**src/hdl/ssd_pkg.sv**
```systemverilog
// Shared constants, types and segment table for the seven-segment serial driver.
// No dependencies; every other file imports this package.
package ssd_pkg;

  localparam int DIGITS   = 4;
  localparam int SEG_BITS = 7;
  localparam int FRAME_W  = SEG_BITS + 1;
  localparam int PULSES   = FRAME_W * DIGITS;
  localparam int CNT_W    = $clog2(PULSES);
  localparam int DIG_W    = (DIGITS > 1) ? $clog2(DIGITS) : 1;
  localparam int VAL_W    = 14;
  localparam int SEC_W    = 7;
  localparam int MIN_W    = 7;
  localparam int DEC_W    = 4;
  localparam int RCP_W    = 16;
  localparam int RCP_SH   = 19;

  localparam logic [RCP_W-1:0] DIV10_RCP = 16'd52429;
  localparam logic [CNT_W-1:0] CNT_LAST  = CNT_W'(PULSES - 1);
  localparam logic [DIG_W-1:0] DIG_LAST  = DIG_W'(DIGITS - 1);

  typedef logic [FRAME_W-1:0] frame_t;

  typedef struct packed {
    logic hold_shift;
    logic load;
    logic shift;
  } cell_ctl_t;

  function automatic logic [SEG_BITS-1:0] seg_pat(input logic [DEC_W-1:0] d);
    logic [SEG_BITS-1:0] p;
    unique case (d)
      4'd0:    p = 7'h40;
      4'd1:    p = 7'h79;
      4'd2:    p = 7'h24;
      4'd3:    p = 7'h30;
      4'd4:    p = 7'h19;
      4'd5:    p = 7'h12;
      4'd6:    p = 7'h02;
      4'd7:    p = 7'h78;
      4'd8:    p = 7'h00;
      4'd9:    p = 7'h10;
      default: p = 7'h7F;
    endcase
    return p;
  endfunction

  function automatic frame_t seg_frame(input logic [DEC_W-1:0] d);
    logic [SEG_BITS-1:0] p;
    p = seg_pat(d);
    return {p, p[0]};
  endfunction

endpackage

```
**src/hdl/seven_segment_serial_display_driver_top.sv**
```systemverilog
// Top level of the seven-segment serial display driver.
// Depends on ssd_pkg, ssd_conv and ssd_cell.
//
// Usage:
//   Input channel: drive in_action, in_seconds, in_minutes and in_number and
//   raise start; the item is taken at a clock edge where start is high and
//   busy is low. in_action 0 shows minutes:seconds, 1 shows in_number.
//   Result channel: each item yields 8 * DIGITS pulses (32 at four digits),
//   one per cycle on consecutive cycles, each marked by out_strobe for one
//   cycle. out_pulse_kind and out_last are high only on the closing latch
//   pulse. The receiver cannot stall; results are never held back.
//   The digit converter produces one digit per cycle through a single
//   reciprocal multiplier into the staged frames; the finished item is then
//   loaded into the shifting frames once the output is free.
//   Items are limited by the serial output of one bit per cycle. The next
//   item is taken while the current one streams and follows it with no gap.
//   Reset: rst_n low clears the converter and the output sequencer; no
//   pulses are produced until an item is accepted.
module seven_segment_serial_display_driver_top
  import ssd_pkg::*;
(
  input  logic             clk,
  input  logic             rst_n,
  input  logic             start,
  output logic             busy,
  input  logic             in_action,
  input  logic [SEC_W-1:0] in_seconds,
  input  logic [MIN_W-1:0] in_minutes,
  input  logic [VAL_W-1:0] in_number,
  output logic             out_strobe,
  output logic             out_serial_data,
  output logic             out_pulse_kind,
  output logic             out_last
);

  logic             accept;
  logic             step;
  logic             pend;
  logic             xfer;
  logic             strm_r;
  logic             strm_nxt;
  logic [CNT_W-1:0] cnt_r;
  logic [CNT_W-1:0] cnt_nxt;
  logic             end_pulse;
  cell_ctl_t        ctl;
  frame_t           hold_w [DIGITS+1];
  logic [DIGITS:0]  msb_w;

  assign accept    = start & ~busy;
  assign end_pulse = strm_r & (cnt_r == CNT_LAST);
  assign xfer      = pend & (~strm_r | (cnt_r == CNT_LAST));

  ssd_conv u_conv (
    .clk     (clk),
    .rst_n   (rst_n),
    .accept  (accept),
    .action  (in_action),
    .seconds (in_seconds),
    .minutes (in_minutes),
    .number  (in_number),
    .xfer    (xfer),
    .busy    (busy),
    .step    (step),
    .pend    (pend),
    .frame   (hold_w[DIGITS])
  );

  assign ctl.hold_shift = step;
  assign ctl.load       = xfer;
  assign ctl.shift      = strm_r;
  assign msb_w[DIGITS]  = 1'b0;

  genvar i;
  generate
    for (i = 0; i < DIGITS; i++) begin : g_cell
      ssd_cell u_cell (
        .clk      (clk),
        .ctl      (ctl),
        .hold_in  (hold_w[i+1]),
        .shf_in   (msb_w[i+1]),
        .hold_out (hold_w[i]),
        .shf_msb  (msb_w[i])
      );
    end
  endgenerate

  always_comb begin
    strm_nxt = strm_r;
    cnt_nxt  = cnt_r;
    if (xfer) begin
      strm_nxt = 1'b1;
      cnt_nxt  = '0;
    end else if (strm_r) begin
      cnt_nxt = cnt_r + CNT_W'(1);
      if (cnt_r == CNT_LAST) begin
        strm_nxt = 1'b0;
      end
    end
  end

  always_ff @(posedge clk) begin
    if (!rst_n) begin
      strm_r <= 1'b0;
      cnt_r  <= '0;
    end else begin
      strm_r <= strm_nxt;
      cnt_r  <= cnt_nxt;
    end
  end

  assign out_strobe      = strm_r;
  assign out_serial_data = msb_w[0];
  assign out_pulse_kind  = end_pulse;
  assign out_last        = end_pulse;

  a_accept_runs: assert property (@(posedge clk) disable iff (!rst_n)
    accept |=> step)
    else $error("converter did not start after accept");

  a_run_pend_excl: assert property (@(posedge clk) disable iff (!rst_n)
    !(step && pend))
    else $error("converter running while holding a finished item");

  a_no_gap: assert property (@(posedge clk) disable iff (!rst_n)
    end_pulse && pend |=> strm_r && cnt_r == '0)
    else $error("gap between back-to-back items");

  a_stream_end: assert property (@(posedge clk) disable iff (!rst_n)
    end_pulse && !pend |=> !strm_r)
    else $error("stream ran past its latch pulse");

endmodule

```
**src/hdl/ssd_cell.sv**
```systemverilog
// One digit cell: a staged frame and an active frame that shifts toward cell 0.
// Depends on ssd_pkg.
module ssd_cell
  import ssd_pkg::*;
(
  input  logic      clk,
  input  cell_ctl_t ctl,
  input  frame_t    hold_in,
  input  logic      shf_in,
  output frame_t    hold_out,
  output logic      shf_msb
);

  frame_t hold_r;
  frame_t shf_r;

  always_ff @(posedge clk) begin
    if (ctl.hold_shift) begin
      hold_r <= hold_in;
    end
    if (ctl.load) begin
      shf_r <= hold_r;
    end else if (ctl.shift) begin
      shf_r <= {shf_r[FRAME_W-2:0], shf_in};
    end
  end

  assign hold_out = hold_r;
  assign shf_msb  = shf_r[FRAME_W-1];

endmodule

```
**src/hdl/ssd_conv.sv**
```systemverilog
// Digit converter: one decimal digit per cycle by reciprocal multiply, frame out.
// Depends on ssd_pkg.
module ssd_conv
  import ssd_pkg::*;
(
  input  logic             clk,
  input  logic             rst_n,
  input  logic             accept,
  input  logic             action,
  input  logic [SEC_W-1:0] seconds,
  input  logic [MIN_W-1:0] minutes,
  input  logic [VAL_W-1:0] number,
  input  logic             xfer,
  output logic             busy,
  output logic             step,
  output logic             pend,
  output frame_t           frame
);

  logic                     act_r;
  logic                     pend_r;
  logic                     run_r;
  logic                     run_nxt;
  logic                     pend_nxt;
  logic [DIG_W-1:0]         k_r;
  logic [DIG_W-1:0]         k_nxt;
  logic [VAL_W-1:0]         val_r;
  logic [VAL_W-1:0]         val_nxt;
  logic [MIN_W-1:0]         min_r;
  logic [VAL_W+RCP_W-1:0]   prod;
  logic [VAL_W-1:0]         quo;
  logic [VAL_W-1:0]         rem;

  assign prod  = VAL_W'(0) + val_r * DIV10_RCP;
  assign quo   = VAL_W'(prod >> RCP_SH);
  assign rem   = val_r - ((quo << 3) + (quo << 1));
  assign frame = seg_frame(rem[DEC_W-1:0]);
  assign step  = run_r;
  assign pend  = pend_r;
  assign busy  = run_r | pend_r;

  always_comb begin
    run_nxt  = run_r;
    pend_nxt = pend_r;
    k_nxt    = k_r;
    val_nxt  = val_r;
    if (accept) begin
      run_nxt = 1'b1;
      k_nxt   = '0;
      val_nxt = action ? number : VAL_W'(seconds);
    end else if (run_r) begin
      k_nxt = k_r + DIG_W'(1);
      priority if (!act_r && int'(k_r) == 1) begin
        val_nxt = VAL_W'(min_r);
      end else if (!act_r && int'(k_r) == 3) begin
        val_nxt = '0;
      end else begin
        val_nxt = quo;
      end
      if (k_r == DIG_LAST) begin
        run_nxt  = 1'b0;
        pend_nxt = 1'b1;
      end
    end else if (xfer) begin
      pend_nxt = 1'b0;
    end
  end

  always_ff @(posedge clk) begin
    if (!rst_n) begin
      run_r  <= 1'b0;
      pend_r <= 1'b0;
      k_r    <= '0;
    end else begin
      run_r  <= run_nxt;
      pend_r <= pend_nxt;
      k_r    <= k_nxt;
    end
  end

  always_ff @(posedge clk) begin
    val_r <= val_nxt;
    if (accept) begin
      act_r <= action;
      min_r <= minutes;
    end
  end

endmodule

```
**config.mk**
```make
export PLATFORM = sky130hd
export DESIGN_NAME = seven_segment_serial_display_driver_top
export DESIGN_NICKNAME = d
export VERILOG_FILES = /design/src/hdl/ssd_pkg.sv /design/src/hdl/seven_segment_serial_display_driver_top.sv /design/src/hdl/ssd_cell.sv /design/src/hdl/ssd_conv.sv
export SDC_FILE = /design/constraint.sdc
export NUM_CORES = 1
export LEC_CHECK = 0
export BUFFER_PORTS_ARGS = -buffer_cell sky130_fd_sc_hd__buf_2
export CAP_MARGIN = 20
export CORE_ASPECT_RATIO = 1.4
export CORE_MARGIN = 4
export CORE_UTILIZATION = 46
export DETAILED_ROUTE_END_ITERATION = 6
export PLACE_DENSITY_LB_ADDON = 0.3
export SLEW_MARGIN = 20
export SYNTH_ARGS = -nofsm -noshare
export SYNTH_HDL_FRONTEND = slang
export SYNTH_SLANG_ARGS = --single-unit
export TNS_END_PERCENT = 100
```
**constraint.sdc**
```tcl
create_clock -name clk -period 14.25 [get_ports clk]
set_input_delay 1.425 -clock clk [delete_from_list [all_inputs] [get_ports clk]]
set_output_delay 1.425 -clock clk [all_outputs]
set_load 0.02 [all_outputs]
```
## Word level (Yosys, flattened, before mapping)

Memories as Yosys holds them, arrays and structs flattened.
Index checks and enable logic that the tools add are counted.

- Register bits after elaboration: 96
- Bits in read-only memories: 112
- Bits of input ports: 32
- Output and inout port bits: 5
- Word-level logic and storage cells: 67
- Memories kept: 1

- $add $sub $neg: 4
- Multipliers: 1
- Equality and inequality tests: 5
- Multiplexer cells: 22
- Bitwise operators: 9
- Reduce and logical (&&, ||, !) cells: 9

Memories:

| name | words | bits a word | rd ports | clocked after memory_dff | write ports | line | RTL |
|---|---|---|---|---|---|---|---|
| (no name shown) | 16 | 7 | 1 | 0 | 0 | ssd_pkg.sv:32 | `unique case (d)` |

Operator list:

| cell | number |
|---|---|
| $mux W8 | 8 |
| $mux W14 | 4 |
| $mul A14 B16 Y30 const B | 1 |
| $mux W11 | 1 |
| $mux W1 | 9 |
| $reduce_bool A2 Y1 | 3 |
| $add A5 B1 Y5 const B | 1 |
| $eq A5 B5 Y1 const B | 1 |
| $add A4 B4 Y4 | 1 |
| $eq A2 B2 Y1 const B | 2 |
| $not A1 Y1 | 4 |
| $reduce_or A2 Y1 | 2 |
| $sub A4 B4 Y4 | 1 |
| $and A1 B1 Y1 | 3 |
| $reduce_and A3 Y1 | 1 |
| $add A2 B1 Y2 const B | 1 |
| $eq A2 B1 Y1 const B | 1 |
| $logic_and A1 B1 Y1 | 2 |
| $ne A2 B2 Y1 const B | 1 |
| $or A1 B1 Y1 | 2 |
| $logic_not A1 Y1 | 1 |

## Logic depth before layout (Yosys ltp)

Gate-level depths: netlist of run 1.

- Depth after elaboration: 6
- Depth in mapped cells: 26
- Gate-level depth less buffers: 25

## Modules after synthesis

A second synthesis of run 1 with hierarchy kept.

- Cell total of the unflattened synthesis: 611
- Area total of the unflattened synthesis: 7,679.9 sq um

By module, submodules not included:

| module | instances | cells an instance | area an instance (sq um) | sequential area each (sq um) |
|---|---|---|---|---|
| ssd_conv | 1 | 476 | 4,899.7 | 740.7 |
| ssd_cell | 4 | 26 | 618.1 | 480.5 |
| seven_segment_serial_display_driver_top | 1 | 31 | 307.8 | 120.1 |

## Worst setup path before layout of run 1

Ideal clock, no wire load.

- Kind: register to register
- From: register u_conv.val_r[8]
- To: register g_cell[3].u_cell.hold_r[5] (data pin)
- Setup time: 260 ps
- Data arrival time: 5,835 ps
- Data required time: 13,990 ps
- Slack: 8,154 ps
- Cell stages (with the launch flop): 22
- Path buffers: 0
- Period minus slack after synthesis: 6,096 ps
- Cells stage by stage: edfxtp_1 ha_1 inv_1 fa_1 fa_1 fa_1 inv_1 fa_1 inv_1 fa_1 inv_1 ha_1 and3_1 a311oi_1 a31oi_1 xnor2_1 inv_1 ha_1 a21boi_0 mux2i_2 xnor2_4 mux2_4

- Longest elaborated chain between the ends: 4

Ends and longest elaborated chain:

| what | line | RTL |
|---|---|---|
| from (decl) | ssd_conv.sv:27 | `logic [VAL_W-1:0] val_r;` |
| from (signal assigned) | ssd_conv.sv:82 | `val_r <= val_nxt;` |
| $mul A14 B16 Y30 | ssd_conv.sv:34 | `assign prod = VAL_W'(0) + val_r * DIV10_RCP;` |
| $add A4 B4 Y4 | ssd_conv.sv:36 | `assign rem = val_r - ((quo << 3) + (quo << 1));` |
| $sub A4 B4 Y4 | ssd_conv.sv:36 |  |
| $mem_v2 Z16 W7 | - |  |
| via g_cell[3].u_cell.hold_in[5] | ssd_cell.sv:8 | `input frame_t hold_in,` |
| to (signal assigned) | ssd_cell.sv:19 | `hold_r <= hold_in;` |
| to (decl) | ssd_cell.sv:14 | `frame_t hold_r;` |

The timed path passes the listed nets, and every way through them passes these cells.
A chain may end at the register's enable or synchronous reset.

## Worst setup path after layout of run 1

- From: register u_conv.val_r[8]
- To: register g_cell[3].u_cell.hold_r[3] (data pin)

The elaborated chain is that of the path after synthesis.

==> results.md, run 1 <==
- The run finished with clean final reports.
- The actual slew at the worst max-slew pin is approximately 1 ns.
- The share of the Yosys chip area taken by registers is 36.28%.
- The average instance in the mapped netlist occupies 10.86 um2.
- The number of H-tree levels is 3.
- Of the post-synthesis cell area, the dominant cell type holds 33.55%.
- Yosys mapped a number of flops with a built-in enable equal to 82.
- The worst endpoint data arrival time is about 6.6 ns.
- In this run the count of I/O pins placed on the die edge is 37.
- The final routed wirelength across all metal layers is 14700 um.
- The worst setup slack before clock tree synthesis is 7.733 ns.
- Max-cap violations in this run came to 0.
- After floorplanning, the core was divided into 54 placement rows.
- The final count of negative-setup-slack endpoints is 0.
- The count of cell types in the netlist is 51.
- The antenna cell count is 0.
- The most instantiated library cell after synthesis is sky130_fd_sc_hd__ha_1.
- The number of setup buffers added after CTS is 0.
- The layout overhead on the synthesized area is 9.309%.
- Setup repair after global routing left no endpoint under its margin.
- Counting every net in the synthesized netlist gives 877.
- The first-pass iteration count of the detailed router is 5.
- The clock passes through at most 2 buffers.
- The setup slack of the most critical reg-to-reg path is 7.73 ns.
- The most used flip-flop cell after synthesis is sky130_fd_sc_hd__edfxtp_1.
- The total congestion overflow is 0.
- The remaining number of nets flagged by the antenna check after routing is 0.
- The count of buffers added on input and output ports is 36.
- The congestion estimate from routability-driven global placement came to between 0.9 and 1.
- Counting flops with an async set or reset pin after synthesis yields a share of 0%.
- The first-pass GRT wire length is 24830 um.
- The initial antenna violation count is 0.
- The vertical extent of the die is between 150 and 200 um.
- Along the worst path, the maximum fanout reaches 12.
- STA classifies the critical path endpoint as a register.
- The horizontal die dimension is around 110 um.
- The total of flip-flops plus latches after synthesis is 92.
- The worst hold margin is around 0.45 ns.
- The vias per cell is 5.250.
- Of all cell types, the one taking the most synthesized area is sky130_fd_sc_hd__edfxtp_1.
- The launch instance of the worst min-delay path is g_cell[1].u_cell.hold_out[4].
- The kind of critical path is register to register.
- After layout, the worst setup slack is roughly 7.7 ns.
- Entering global routing, the biggest net connects 35 pins.
- The type of the tightest min-delay check is register to register.
- For this run, the number of Yosys warnings is 0.
- Static timing analysis puts the maximum clock frequency at 153.4 MHz.
- The gate count after technology mapping is 676.
- In this run the clock root is driven by a sky130_fd_sc_hd__clkbuf_16.
- After clock tree synthesis, the clock-pin slew on the worst setup and hold paths is 0.08 ns.
- Headroom to the max-slew limit came out at 32.49%.
- The core area is 15610 um2.
- STA classifies the critical path startpoint as a register.
- The number of hold-repair buffers added at the cts stage is 0.
- Ranked by total cell area, the synthesized netlist is headed by sky130_fd_sc_hd__edfxtp_1 (34%), sky130_fd_sc_hd__ha_1 (20%), sky130_fd_sc_hd__fa_1 (14%), sky130_fd_sc_hd__nand2_1 (5.8%), sky130_fd_sc_hd__inv_1 (5.6%).
- The placed instance count is 895.
- In the routed design, unresolved DRC markers number 0.
- The CTS buffer count is 9.
- The average detailed-routed wire length per instance is 16.11 um.
- The initial utilization of the core area, before any placement, comes to 47.02%.
- The final number of max-transition violations is 0.
- The synthesized netlist occupies a cell area of between 7000 and 8000 um2.
- The placed wire-length estimate after detailed placement is 11780 um.
- The post-route clock skew is 0.01126 ns.
- Gates resized during post-CTS repair numbered 0.
- The number of DRC markers after the initial detailed-route iteration is between 200 and 250.
- The startpoint identified for the worst register-to-register timing path is u_conv.val_r[8].
- The end point of the worst hold path is g_cell[0].u_cell.hold_out[4].
- The count of final hold-check violations is 0.
- The capture point of the worst reg-to-reg path is g_cell[3].u_cell.hold_out[3].
- TritonCTS built the clock tree.
- The number of global-route vias before repair was 5089.
- The final total negative setup slack is 0 ns.
- The overall via count from detail_route is 4788.
- The global router's overall resource usage is 17.44%.
- The count of cells along the worst register-to-register path is 20.
- The worst path needs 6.520 ns of the cycle, external delays included.
- The tree built by TritonCTS fans out to 92 sinks.
- The share of cells above drive strength 1 is about a tenth.
- The required time of the critical path is 14.33 ns.
- The worst path uses 45.75% of the clock period.
- The clock latency on the worst-skew pair is 0.34 ns.
- For this run, the number of standard cells in the final layout without fillers is roughly 900.
- In the synthesized netlist, the cells that appear most often are sky130_fd_sc_hd__ha_1 (117), sky130_fd_sc_hd__nand2_1 (113), sky130_fd_sc_hd__inv_1 (110), sky130_fd_sc_hd__edfxtp_1 (82), sky130_fd_sc_hd__fa_1 (52).
- In the final design database the tool counted between 900 and 1000 nets.
- The die area is 18070 um2.
- The number of cells on the worst hold path is 0.
[worst max-delay path, stage by stage, from the launching register on]
cell,delay (ns)
sky130_fd_sc_hd__edfxtp_1,0.48
sky130_fd_sc_hd__ha_1,0.35
sky130_fd_sc_hd__inv_1,0.06
sky130_fd_sc_hd__fa_1,0.55
sky130_fd_sc_hd__fa_1,0.55
sky130_fd_sc_hd__fa_1,0.54
sky130_fd_sc_hd__inv_1,0.05
sky130_fd_sc_hd__fa_1,0.50
sky130_fd_sc_hd__inv_1,0.05
sky130_fd_sc_hd__fa_1,0.49
sky130_fd_sc_hd__inv_1,0.04
sky130_fd_sc_hd__ha_1,0.32
sky130_fd_sc_hd__and3_1,0.19
sky130_fd_sc_hd__a311oi_1,0.28
sky130_fd_sc_hd__a31oi_1,0.16
sky130_fd_sc_hd__xnor2_1,0.22
sky130_fd_sc_hd__inv_1,0.07
sky130_fd_sc_hd__ha_1,0.32
sky130_fd_sc_hd__xor2_1,0.58
sky130_fd_sc_hd__and2_1,0.32
sky130_fd_sc_hd__mux2i_1,0.12
[how the worst max path moves through the flow]
stage                          startpoint                           end  cells after the start
after floorplan           u_conv.val_r[8]  g_cell[3].u_cell.hold_out[5]                     21
after global placement    u_conv.val_r[8]  g_cell[3].u_cell.hold_out[5]                     21
after detailed placement  u_conv.val_r[8]  g_cell[3].u_cell.hold_out[5]                     21
after CTS                 u_conv.val_r[8]  g_cell[3].u_cell.hold_out[5]                     21
after global routing      u_conv.val_r[8]  g_cell[3].u_cell.hold_out[3]                     20
final                     u_conv.val_r[8]  g_cell[3].u_cell.hold_out[3]                     20
[metal layers]
layer,wire length (um),share of wire (%),track usage (%)
met5,0,0,0
met4,472,3.2,6.544
met3,459,3.1,2.423
met2,7438,51,30.64
met1,6325,43,21.70
[cells in the final DEF, fill, tap and decap left out, drive strengths merged, types with 3 or more instances in the layout]
master,synthesis,layout
o21a,4,4
o31ai,4,4
dfxtp,10,10
a211oi,6,6
nand2b,7,7
nand3,7,7
a21boi,3,3
clkbuf,8,9
edfxtp,82,82
ha,117,117
a21o,3,3
nor3,4,4
a31oi,6,6
mux2i,15,15
o21ai,26,26
and2,4,4
xor2,11,11
o41ai,3,3
fa,52,52
nor2,19,19
xnor2,9,9
inv,110,115
nand2,113,113
o221ai,4,4
or2,3,3
and3,9,9
buf,7,39
nor2b,3,3
a21oi,13,13
[logic make-up after synthesis]
logic type | count (synthesis) | synth area share [%]
AOI/OAI and AO/OA | 78 | 7.383
and+or+nand+nor | 175 | 10.49
buffers and inverters | 125 | 6.462
xor gates and xnor gates | 21 | 2.950
DFF | 92 | 36.28
adders and majority gates | 169 | 34.13
muxes | 16 | 2.302
[registers in the layout, indices dropped and copies added, names as in the netlist]
| name | flops |
|---|---|
| cnt_r | 5 |
| g_cell.u_cell.hold_out | 28 |
| g_cell.u_cell.shf_r | 32 |
| out_strobe | 1 |
| u_conv.act_r | 1 |
| u_conv.k_r | 2 |
| u_conv.min_r | 7 |
| u_conv.pend | 1 |
| u_conv.step | 1 |
| u_conv.val_r | 14 |
[final cells by class]
cell class / count / area, um2
repair buffers: 39 / 210.2
fillers: 1395 / 7586
well taps: 196 / 245.2
multi-input cells: 459 / 4202
flip-flops and latches: 92 / 2663
inverters: 110 / 412.9
clock inverters: 7 / 63.81
clock buffers: 9 / 225.2
[through the flow]
stage / utilization (%) / cell area [um2]
6_report: 51.39 / 8021
5_1_grt: 51.39 / 8021
4_1_cts: 51.30 / 8006
3_5_place_dp: 49.45 / 7717
3_3_place_gp: 49.45 / 7717
2_1_floorplan: - / 7338
Power of run 1 is left out: the tool's default activity adds up to more than one toggle a clock period on the data nets, which glitch-free logic cannot reach.
==> run 2: changes to the inputs <==
clock period = 6.46 ns   (was 14.25 ns; I/O delays follow)
==> run 2 against run 1 <==
Against the previous run:
- routed wire length increased by 1.1%
- non-clock buffer count is 15 higher
- die area unchanged
- global-route usage fell by 0.15 points
- clock skew grew 0.0019 ns
- register-to-register slack worse by 7.5 ns
- cell count rose by 1.6%
- hold slack about the same
- clock-buffer cell count unchanged
- worst setup slack got worse by 7.5 ns
- first-iteration DRC count up 10%
- critical path type unchanged
- highest routed layer unchanged
==> results.md, run 2 (same netlist as run 1, synthesis figures left out) <==
- Highest-count cells in the layout ignoring fill and taps: sky130_fd_sc_hd__nand2_1 (112), sky130_fd_sc_hd__ha_1 (112), sky130_fd_sc_hd__inv_1 (110) (was sky130_fd_sc_hd__ha_1 (117), sky130_fd_sc_hd__nand2_1 (113), sky130_fd_sc_hd__inv_1 (110)).
- The remaining number of nets flagged by the antenna check after routing was 0 (unchanged).
- The first-pass GRT wire length is 24450 um (was 24830 um).
- The CTS buffer count was 9 (unchanged).
- The count of cells along the worst register-to-register path is 20 (unchanged).
- The number of flip-flops under the largest register name is 32 (unchanged).
- The number of global-route vias before repair is 5067 (was 5089).
- The vias per cell came to 5.133 (was 5.250).
- The final routed wirelength across all metal layers was 14850 um (was 14700 um).
- The number of remaining DRC errors is 0 (unchanged).
- The number of buffers between clock root and the deepest sink came to 2 (unchanged).
- The final count of negative-setup-slack endpoints is 0 (unchanged).
- Run status: finished, final reports clean (unchanged).
- The cell chosen for the clock root is sky130_fd_sc_hd__clkbuf_16 (unchanged).
- The capture point of the worst reg-to-reg path is g_cell[3].u_cell.hold_out[5] (was g_cell[3].u_cell.hold_out[3]).
- The number of DRC markers after the initial detailed-route iteration was 258 (was 234).
- The clock edge transition at the registers on the reported setup and hold paths is 0.08 ns (about the same).
- The final number of max-transition violations was 0 (unchanged).
- The average detailed-routed wire length per instance is 16.02 um (was 16.11 um).
- The required time of the critical path was 6.55 ns (was 14.33 ns).
- The number of nets in the layout is 927 (was 912).
- The starting utilization of the core area is 47.02% (unchanged).
- The count of input and output buffers is 36 (unchanged).
- The launch instance of the worst min-delay path was g_cell[1].u_cell.hold_out[7] (was g_cell[1].u_cell.hold_out[4]).
- The maximum fanout along the worst path is 7 (was 12).
- The number of maximum-capacitance constraint violations came to 0 (unchanged).
- The worst endpoint data arrival time is 6.29 ns (was 6.60 ns).
- The highest clock frequency the design can meet came to 161.3 MHz (was 153.4 MHz).
- The setup slack of the most critical reg-to-reg path is 0.26 ns (was 7.73 ns).
- The number of ports placed on the die boundary is 37 (unchanged).
- The number of H-tree levels is 3 (unchanged).
- The site row count is 54 (unchanged).
- The initial antenna violation count is 0 (unchanged).
- The type of the tightest min-delay check is register to register (unchanged).
- The CTS tree is done (unchanged).
- The share of cells above drive strength 1 came to 12.86% (was 9.497%).
- The pin count of the biggest net entering global routing is 35 (unchanged).
- The first-pass iteration count of the detailed router was 5 (unchanged).
- The fraction of the core area covered by cells at the end of the flow is 52.67% (was 51.39%).
- The final total negative setup slack is 0 ns (unchanged).
- The total of fill cells in the finished design was 1351 (was 1395).
- The global router's overall resource usage is 17.29% (was 17.44%).
- The end point of the worst hold path is g_cell[0].u_cell.hold_out[7] (was g_cell[0].u_cell.hold_out[4]).
- The worst hold margin was 0.4496 ns (was 0.4495 ns).
- The number of cells on the worst hold path is 0 (unchanged).
- The kind of critical path is register to register (unchanged).
- The vertical extent of the die was 157.4 um (unchanged).
- The final clock period utilization by the worst path is 95.99% (was 45.75%).
- The overall via count from detail_route was 4758 (was 4788).
- The total number of clock tree sinks came to 92 (unchanged).
- The layout overhead on the synthesized area is 12.02% (was 9.309%).
- The largest stage delay on the critical path was 0.60 ns (was 0.58 ns).
- The placer's final routability congestion estimate is 0.8728 (was 0.9018).
- The register with the most flip-flops is g_cell.u_cell.shf_r (unchanged).
- The final critical path time including I/O delays and setup is 6.201 ns (was 6.520 ns).
- The actual slew at the worst max-slew pin is 0.9875 ns (was 1.013 ns).
- The core area came to 15610 um2 (unchanged).
- The clock latency on the worst-skew pair is 0.35 ns (was 0.34 ns).
- The family of cells with the greatest summed delay on the critical path is adder cells (unchanged).
- The die area came to 18070 um2 (unchanged).
- Critical Path, Cell by Cell: inv_1 -> ha_1 -> fa_2 -> fa_1 -> fa_1 -> fa_1 -> inv_1 -> ha_1 -> ha_1 -> a211oi_1 -> nand2_1 -> a311oi_2 -> a31oi_1 -> xnor2_1 -> inv_1 -> ha_4 -> xnor2_1 -> xnor3_1 -> xnor2_4 -> mux2_4 (was ha_1 -> inv_1 -> fa_1 -> fa_1 -> fa_1 -> inv_1 -> fa_1 -> inv_1 -> fa_1 -> inv_1 -> ha_1 -> and3_1 -> a311oi_1 -> a31oi_1 -> xnor2_1 -> inv_1 -> ha_1 -> xor2_1 -> and2_1 -> mux2i_1).
- The cell with the largest stage delay on the worst path is sky130_fd_sc_hd__fa_2 (was sky130_fd_sc_hd__xor2_1).
- The placed wire-length estimate after detailed placement is 11670 um (was 11780 um).
- The type of origin of the critical path was a register (unchanged).
- The antenna cell count is 0 (unchanged).
- The remaining max-slew budget at the tightest pin is 34.17% (was 32.49%).
- The number of buffer and inverter instances along the worst setup path came to 3 (was 5).
- The start of the worst register-to-register path is u_conv.val_r[12] (was u_conv.val_r[8]).
- The count of final hold-check violations is 0 (unchanged).
- The endpoint class of the critical path is a register (unchanged).
- The post-route clock skew is 0.01318 ns (was 0.01126 ns).
- The total congestion overflow came to 0 (unchanged).
- The horizontal die dimension is 114.7 um (unchanged).
run 2: changes by cell type in the layout (fill, tap and decap cells not counted), sizes merged:
| cell | before | now |
|---|---|---|
| inv | 115 | 113 |
| buf | 39 | 54 |
| clkinv | 0 | 4 |
| clkinvlp | 2 | 0 |
run 2: worst max path at each step:
stage	start	to	slack (ns)	cells past startpoint
2_1_floorplan	u_conv.val_r[8]	g_cell[3].u_cell.hold_out[5]	0.36	21
3_3_place_gp	u_conv.val_r[12]	g_cell[3].u_cell.hold_out[5]	0.24	21
3_5_place_dp	u_conv.val_r[12]	g_cell[3].u_cell.hold_out[5]	0.13	21
4_1_cts	u_conv.val_r[12]	g_cell[3].u_cell.hold_out[5]	0.06	21
5_1_grt	u_conv.val_r[12]	g_cell[3].u_cell.hold_out[5]	-0.02	23
6_report	u_conv.val_r[12]	g_cell[3].u_cell.hold_out[5]	0.26	20
run 2: area by class of cell:
cell class | instances | area, um2 | share of cell area, %
clock buffer | 9 | 225.2 | 2.740
clock inverter | 7 | 76.32 | 0.9285
inverter | 110 | 412.9 | 5.023
multi-input combinational | 459 | 4279 | 52.05
sequential | 92 | 2663 | 32.39
tap | 196 | 245.2 | 2.983
timing repair buffer | 54 | 319.1 | 3.881
run 2: repair_timing:
item,4_1_cts,5_1_grt
setup buffers,0,8
resized for setup,0,12
hold buffers,0,0
hold endpoints to repair,0,0
setup endpoints to repair,0,7
run 2: metrics by stage:
step,instances,worst slack [ns],cell area [um2]
floorplan,676,0.3644,7338
global placement,903,0.2407,7777
detailed placement,903,0.1314,7777
CTS,919,0.05932,8079
global route,927,-0.02461,8220
finish,927,0.2589,8220
run 2: layer usage:
metal  vias to the layer above  global-route usage [%]  wire [um]
li1                       2377                       -          -
met1                      2279                   21.30       6269
met2                        86                   30.89       7756
met3                        16                   2.769        548
met4                         0                   5.425        278
met5                         -                       0          0
Power of run 2 is left out for the same reason.
==> run 3: changes to the inputs <==
ABC_AREA = 1   (was default)
==> run 3 against run 2 <==
Against the previous run:
- critical path depth rose by 5
- synthesized area rose by 7.1%
- global-route usage rose by 0.59 points
- clock-buffer cell count unchanged
- routed wire length up 10%
- flip-flop and latch count did not move
- critical endpoint is now g_cell[3].u_cell.hold_out[6]
- via count increased by 20%
- critical path type unchanged
- clock skew shrank 0.0015 ns
- non-clock buffer count down 4
- die area is 6.6% higher
- sequential share of layout area is 1.7 points lower
- fmax grew 2.6%
==> results.md, run 3 <==
- The total of flip-flops plus latches after synthesis came to 92 (unchanged).
- The required time of the critical path was 6.55 ns (about the same).
- The CTS tree was done (unchanged).
- The layout overhead on the synthesized area is 10.56% (was 12.02%).
- The placer's final routability congestion estimate is 0.9829 (was 0.8728).
- Highest-count cells in the layout ignoring fill and taps: sky130_fd_sc_hd__nand2_1 (259), sky130_fd_sc_hd__inv_1 (163), sky130_fd_sc_hd__ha_1 (116) (was sky130_fd_sc_hd__nand2_1 (112), sky130_fd_sc_hd__ha_1 (112), sky130_fd_sc_hd__inv_1 (110)).
- The library cell used most frequently in the layout, excluding fill and tap cells, is sky130_fd_sc_hd__nand2_1.
- The proportion of register bits with asynchronous set or reset after synthesis came to 0% (unchanged).
- The total congestion overflow is 0 (unchanged).
- The yosys synthesis warning count is 0 (unchanged).
- The kind of critical path was register to register (unchanged).
- The number of ports placed on the die boundary is 37 (unchanged).
- The final number of max-transition violations is 0 (unchanged).
- The endpoint class of the critical path is a register (unchanged).
- The total of fill cells in the finished design is 1572 (was 1351).
- The overall via count from detail_route is 5703 (was 4758).
- The core area is 16750 um2 (was 15610 um2).
- The clock edge transition at the registers on the reported setup and hold paths came to 0.08 ns (about the same).
- The starting utilization of the core area is 46.91% (was 47.02%).
- The number of maximum-capacitance constraint violations is 0 (unchanged).
- The total number of clock tree sinks is 92 (unchanged).
- The type of the tightest min-delay check is register to register (unchanged).
- The most instantiated library cell after synthesis is sky130_fd_sc_hd__nand2_1 (was sky130_fd_sc_hd__ha_1).
- The final instance area was 8686 um2 (was 8220 um2).
- The cell chosen for the clock root is sky130_fd_sc_hd__clkbuf_16 (unchanged).
- The die area came to 19260 um2 (was 18070 um2).
- The first-pass iteration count of the detailed router is 5 (unchanged).
- The highest clock frequency the design can meet is 165.4 MHz (was 161.3 MHz).
- The fraction of the core area covered by cells at the end of the flow is 51.87% (was 52.67%).
- The count of cell types in the netlist was 39 (was 51).
- The number of DRC markers after the initial detailed-route iteration is 298 (was 258).
- The remaining number of nets flagged by the antenna check after routing is 0 (unchanged).
- The type of origin of the critical path is a register (unchanged).
- The global router's overall resource usage was 17.88% (was 17.29%).
- The vias per cell came to 4.990 (was 5.133).
- The number of cells on the worst hold path is 0 (unchanged).
- The mean cell area of the mapped netlist is 8.907 um2 (was 10.86 um2).
- The biggest area consumer among synthesized cells was sky130_fd_sc_hd__edfxtp_1 (unchanged).
- The number of nets in the layout is 1136 (was 927).
- The horizontal die dimension is 118.5 um (was 114.7 um).
- The first-pass GRT wire length is 27500 um (was 24450 um).
- The antenna cell count came to 0 (unchanged).
- The summed instance area of the synthesized netlist came to 7856 um2 (was 7338 um2).
- The count of cells along the worst register-to-register path is 25 (was 20).
- The clock latency on the worst-skew pair came to 0.34 ns (was 0.35 ns).
- The CTS buffer count is 9 (unchanged).
- Top area cells in the synthesized netlist: sky130_fd_sc_hd__edfxtp_1 (31%), sky130_fd_sc_hd__ha_1 (19%), sky130_fd_sc_hd__fa_1 (13%), sky130_fd_sc_hd__nand2_1 (12%), sky130_fd_sc_hd__inv_1 (7.8%) (was sky130_fd_sc_hd__edfxtp_1 (34%), sky130_fd_sc_hd__ha_1 (20%), sky130_fd_sc_hd__fa_1 (14%), sky130_fd_sc_hd__nand2_1 (5.8%), sky130_fd_sc_hd__inv_1 (5.6%)).
- The number of H-tree levels is 3 (unchanged).
- The gate count after technology mapping was 882 (was 676).
- The final routed wirelength across all metal layers was 16370 um (was 14850 um).
- The initial antenna violation count is 0 (unchanged).
- The final critical path time including I/O delays and setup came to 6.045 ns (was 6.201 ns).
- Most instantiated cells after synthesis: sky130_fd_sc_hd__nand2_1 (260), sky130_fd_sc_hd__inv_1 (163), sky130_fd_sc_hd__ha_1 (117), sky130_fd_sc_hd__edfxtp_1 (82), sky130_fd_sc_hd__fa_1 (52) (was sky130_fd_sc_hd__ha_1 (117), sky130_fd_sc_hd__nand2_1 (113), sky130_fd_sc_hd__inv_1 (110), sky130_fd_sc_hd__edfxtp_1 (82), sky130_fd_sc_hd__fa_1 (52)).
- The number of global-route vias before repair was 5912 (was 5067).
- The register with the most flip-flops is g_cell.u_cell.shf_r (unchanged).
- The final clock period utilization by the worst path is 93.57% (was 95.99%).
- The area share of the largest cell type after synthesis is 31.34% (was 33.55%).
- The area occupied by multi-input gates was 4553 um2 (was 4279 um2).
- The most used flip-flop cell after synthesis is sky130_fd_sc_hd__edfxtp_1 (unchanged).
- The number of flip-flops under the largest register name came to 32 (unchanged).
- The number of remaining DRC errors is 0 (unchanged).
- Run status: finished, final reports clean (unchanged).
- Setup repair after global routing left no endpoint under its margin.
- The number of hold-repair buffers added at the cts stage is 0 (unchanged).
- The sequential-to-total area share from yosys stat is 33.89% (was 36.28%).
- The area taken by flip-flops and latches is 2663 um2 (unchanged).
- The share of cells above drive strength 1 is 10.53% (was 12.86%).
- The average detailed-routed wire length per instance was 14.33 um (was 16.02 um).
- The final total negative setup slack is 0 ns (unchanged).
- The post-route clock skew is 0.01169 ns (was 0.01318 ns).
- The final count of negative-setup-slack endpoints came to 0 (unchanged).
- The count of flip-flops with a built-in enable after synthesis came to 82 (unchanged).
- The site row count is 56 (was 54).
- The remaining max-slew budget at the tightest pin is 47.52% (was 34.17%).
- The pin count of the biggest net entering global routing was 36 (was 35).
- The maximum fanout along the worst path was 6 (was 7).
- The worst endpoint data arrival time is 6.14 ns (was 6.29 ns).
- The count of final hold-check violations is 0 (unchanged).
- The placed wire-length estimate after detailed placement came to 13570 um (was 11670 um).
- The vertical extent of the die was 162.6 um (was 157.4 um).
- The standard cell area after detailed placement is 8305 um2 (was 7777 um2).
- The count of input and output buffers is 36 (unchanged).
- The total nets after synthesis is 1083 (was 877).
- The actual slew at the worst max-slew pin came to 0.7852 ns (was 0.9875 ns).
- The number of buffers between clock root and the deepest sink was 2 (unchanged).
run 3: changes by cell type after synthesis, moves of 5 or more:
cell and change:
sky130_fd_sc_hd__inv_1 +53, sky130_fd_sc_hd__nand2b_1 -6, sky130_fd_sc_hd__nand2_2 +8, sky130_fd_sc_hd__mux2i_1 -14
sky130_fd_sc_hd__o21ai_0 -7, sky130_fd_sc_hd__buf_1 -5, sky130_fd_sc_hd__a21oi_1 +23, sky130_fd_sc_hd__nand3_1 +20
sky130_fd_sc_hd__and3_1 -8, sky130_fd_sc_hd__nand2_1 +147, sky130_fd_sc_hd__nor3_1 +5, sky130_fd_sc_hd__nor2_1 +21
run 3: through the flow:
step	hold WS [ns]	instances	setup WS, ns
6_report	0.4510	1143	0.4151
4_1_cts	0.4497	1136	0.2500
2_1_floorplan	0.4264	882	0.6830
5_1_grt	0.4602	1143	0.001548
3_3_place_gp	0.4298	1120	0.3487
3_5_place_dp	0.4340	1120	0.2865
run 3: cells by family after synthesis:
family | share of synthesized area, %
buffers and inverters | 8.504
flip-flops | 33.89
adder cells (fa/ha/maj) | 31.88
AO/OA/AOI/OAI | 4.698
AND/OR/NAND/NOR | 19.68
XOR/XNOR | 1.338
run 3: worst paths after layout:
check	end	start	slack, ns
worst max-delay path	g_cell[3].u_cell.hold_out[6]	u_conv.val_r[8]	0.42
worst min-delay path	g_cell[0].u_cell.hold_out[5]	g_cell[1].u_cell.hold_out[5]	0.45
worst max register to register	g_cell[3].u_cell.hold_out[6]	u_conv.val_r[8]	0.42
worst min register to register	g_cell[0].u_cell.hold_out[5]	g_cell[1].u_cell.hold_out[5]	0.45
run 3: what timing repair did:
item                                    CTS  global route
hold endpoints to repair                  0             0
setup buffers                             0             7
gates resized for setup                   0             6
endpoints found under the setup margin    0             7
run 3: layer usage:
layer  share of wire, %  vias up  global-route usage [%]
li1                   -     2918                       -
met4                3.8        0                   6.958
met3                4.0       36                   2.919
met1                 41     2640                   20.49
met5                  0        -                       0
met2                 52      109                   33.26
run 3: layout make-up:
class | count | area share [%]
Sequential cell | 92 | 30.65
Tap cell | 203 | 2.924
Clock buffer | 9 | 2.593
Inverter | 168 | 7.260
Timing Repair Buffer | 50 | 3.284
Clock inverter | 7 | 0.8643
Multi-Input combinational cell | 614 | 52.42
run 3: worst max-delay path: stages (launching register included):
cell,delay (ns)
sky130_fd_sc_hd__edfxtp_1,0.45
sky130_fd_sc_hd__ha_1,0.33
sky130_fd_sc_hd__inv_1,0.06
sky130_fd_sc_hd__fa_2,0.50
sky130_fd_sc_hd__buf_4,0.16
sky130_fd_sc_hd__fa_1,0.52
sky130_fd_sc_hd__fa_1,0.53
sky130_fd_sc_hd__fa_1,0.55
sky130_fd_sc_hd__inv_1,0.04
sky130_fd_sc_hd__ha_1,0.28
sky130_fd_sc_hd__ha_1,0.39
sky130_fd_sc_hd__a21oi_1,0.22
sky130_fd_sc_hd__o21ai_1,0.12
sky130_fd_sc_hd__o21bai_1,0.19
sky130_fd_sc_hd__a21oi_1,0.12
sky130_fd_sc_hd__nand2_1,0.08
sky130_fd_sc_hd__xor2_1,0.16
sky130_fd_sc_hd__ha_1,0.31
sky130_fd_sc_hd__inv_1,0.05
sky130_fd_sc_hd__or2_2,0.28
sky130_fd_sc_hd__nand2_2,0.10
sky130_fd_sc_hd__inv_1,0.10
sky130_fd_sc_hd__nand2_1,0.09
sky130_fd_sc_hd__o21ai_0,0.08
sky130_fd_sc_hd__nand2_1,0.06
sky130_fd_sc_hd__nand2_1,0.04
Power of run 3 is left out for the same reason.
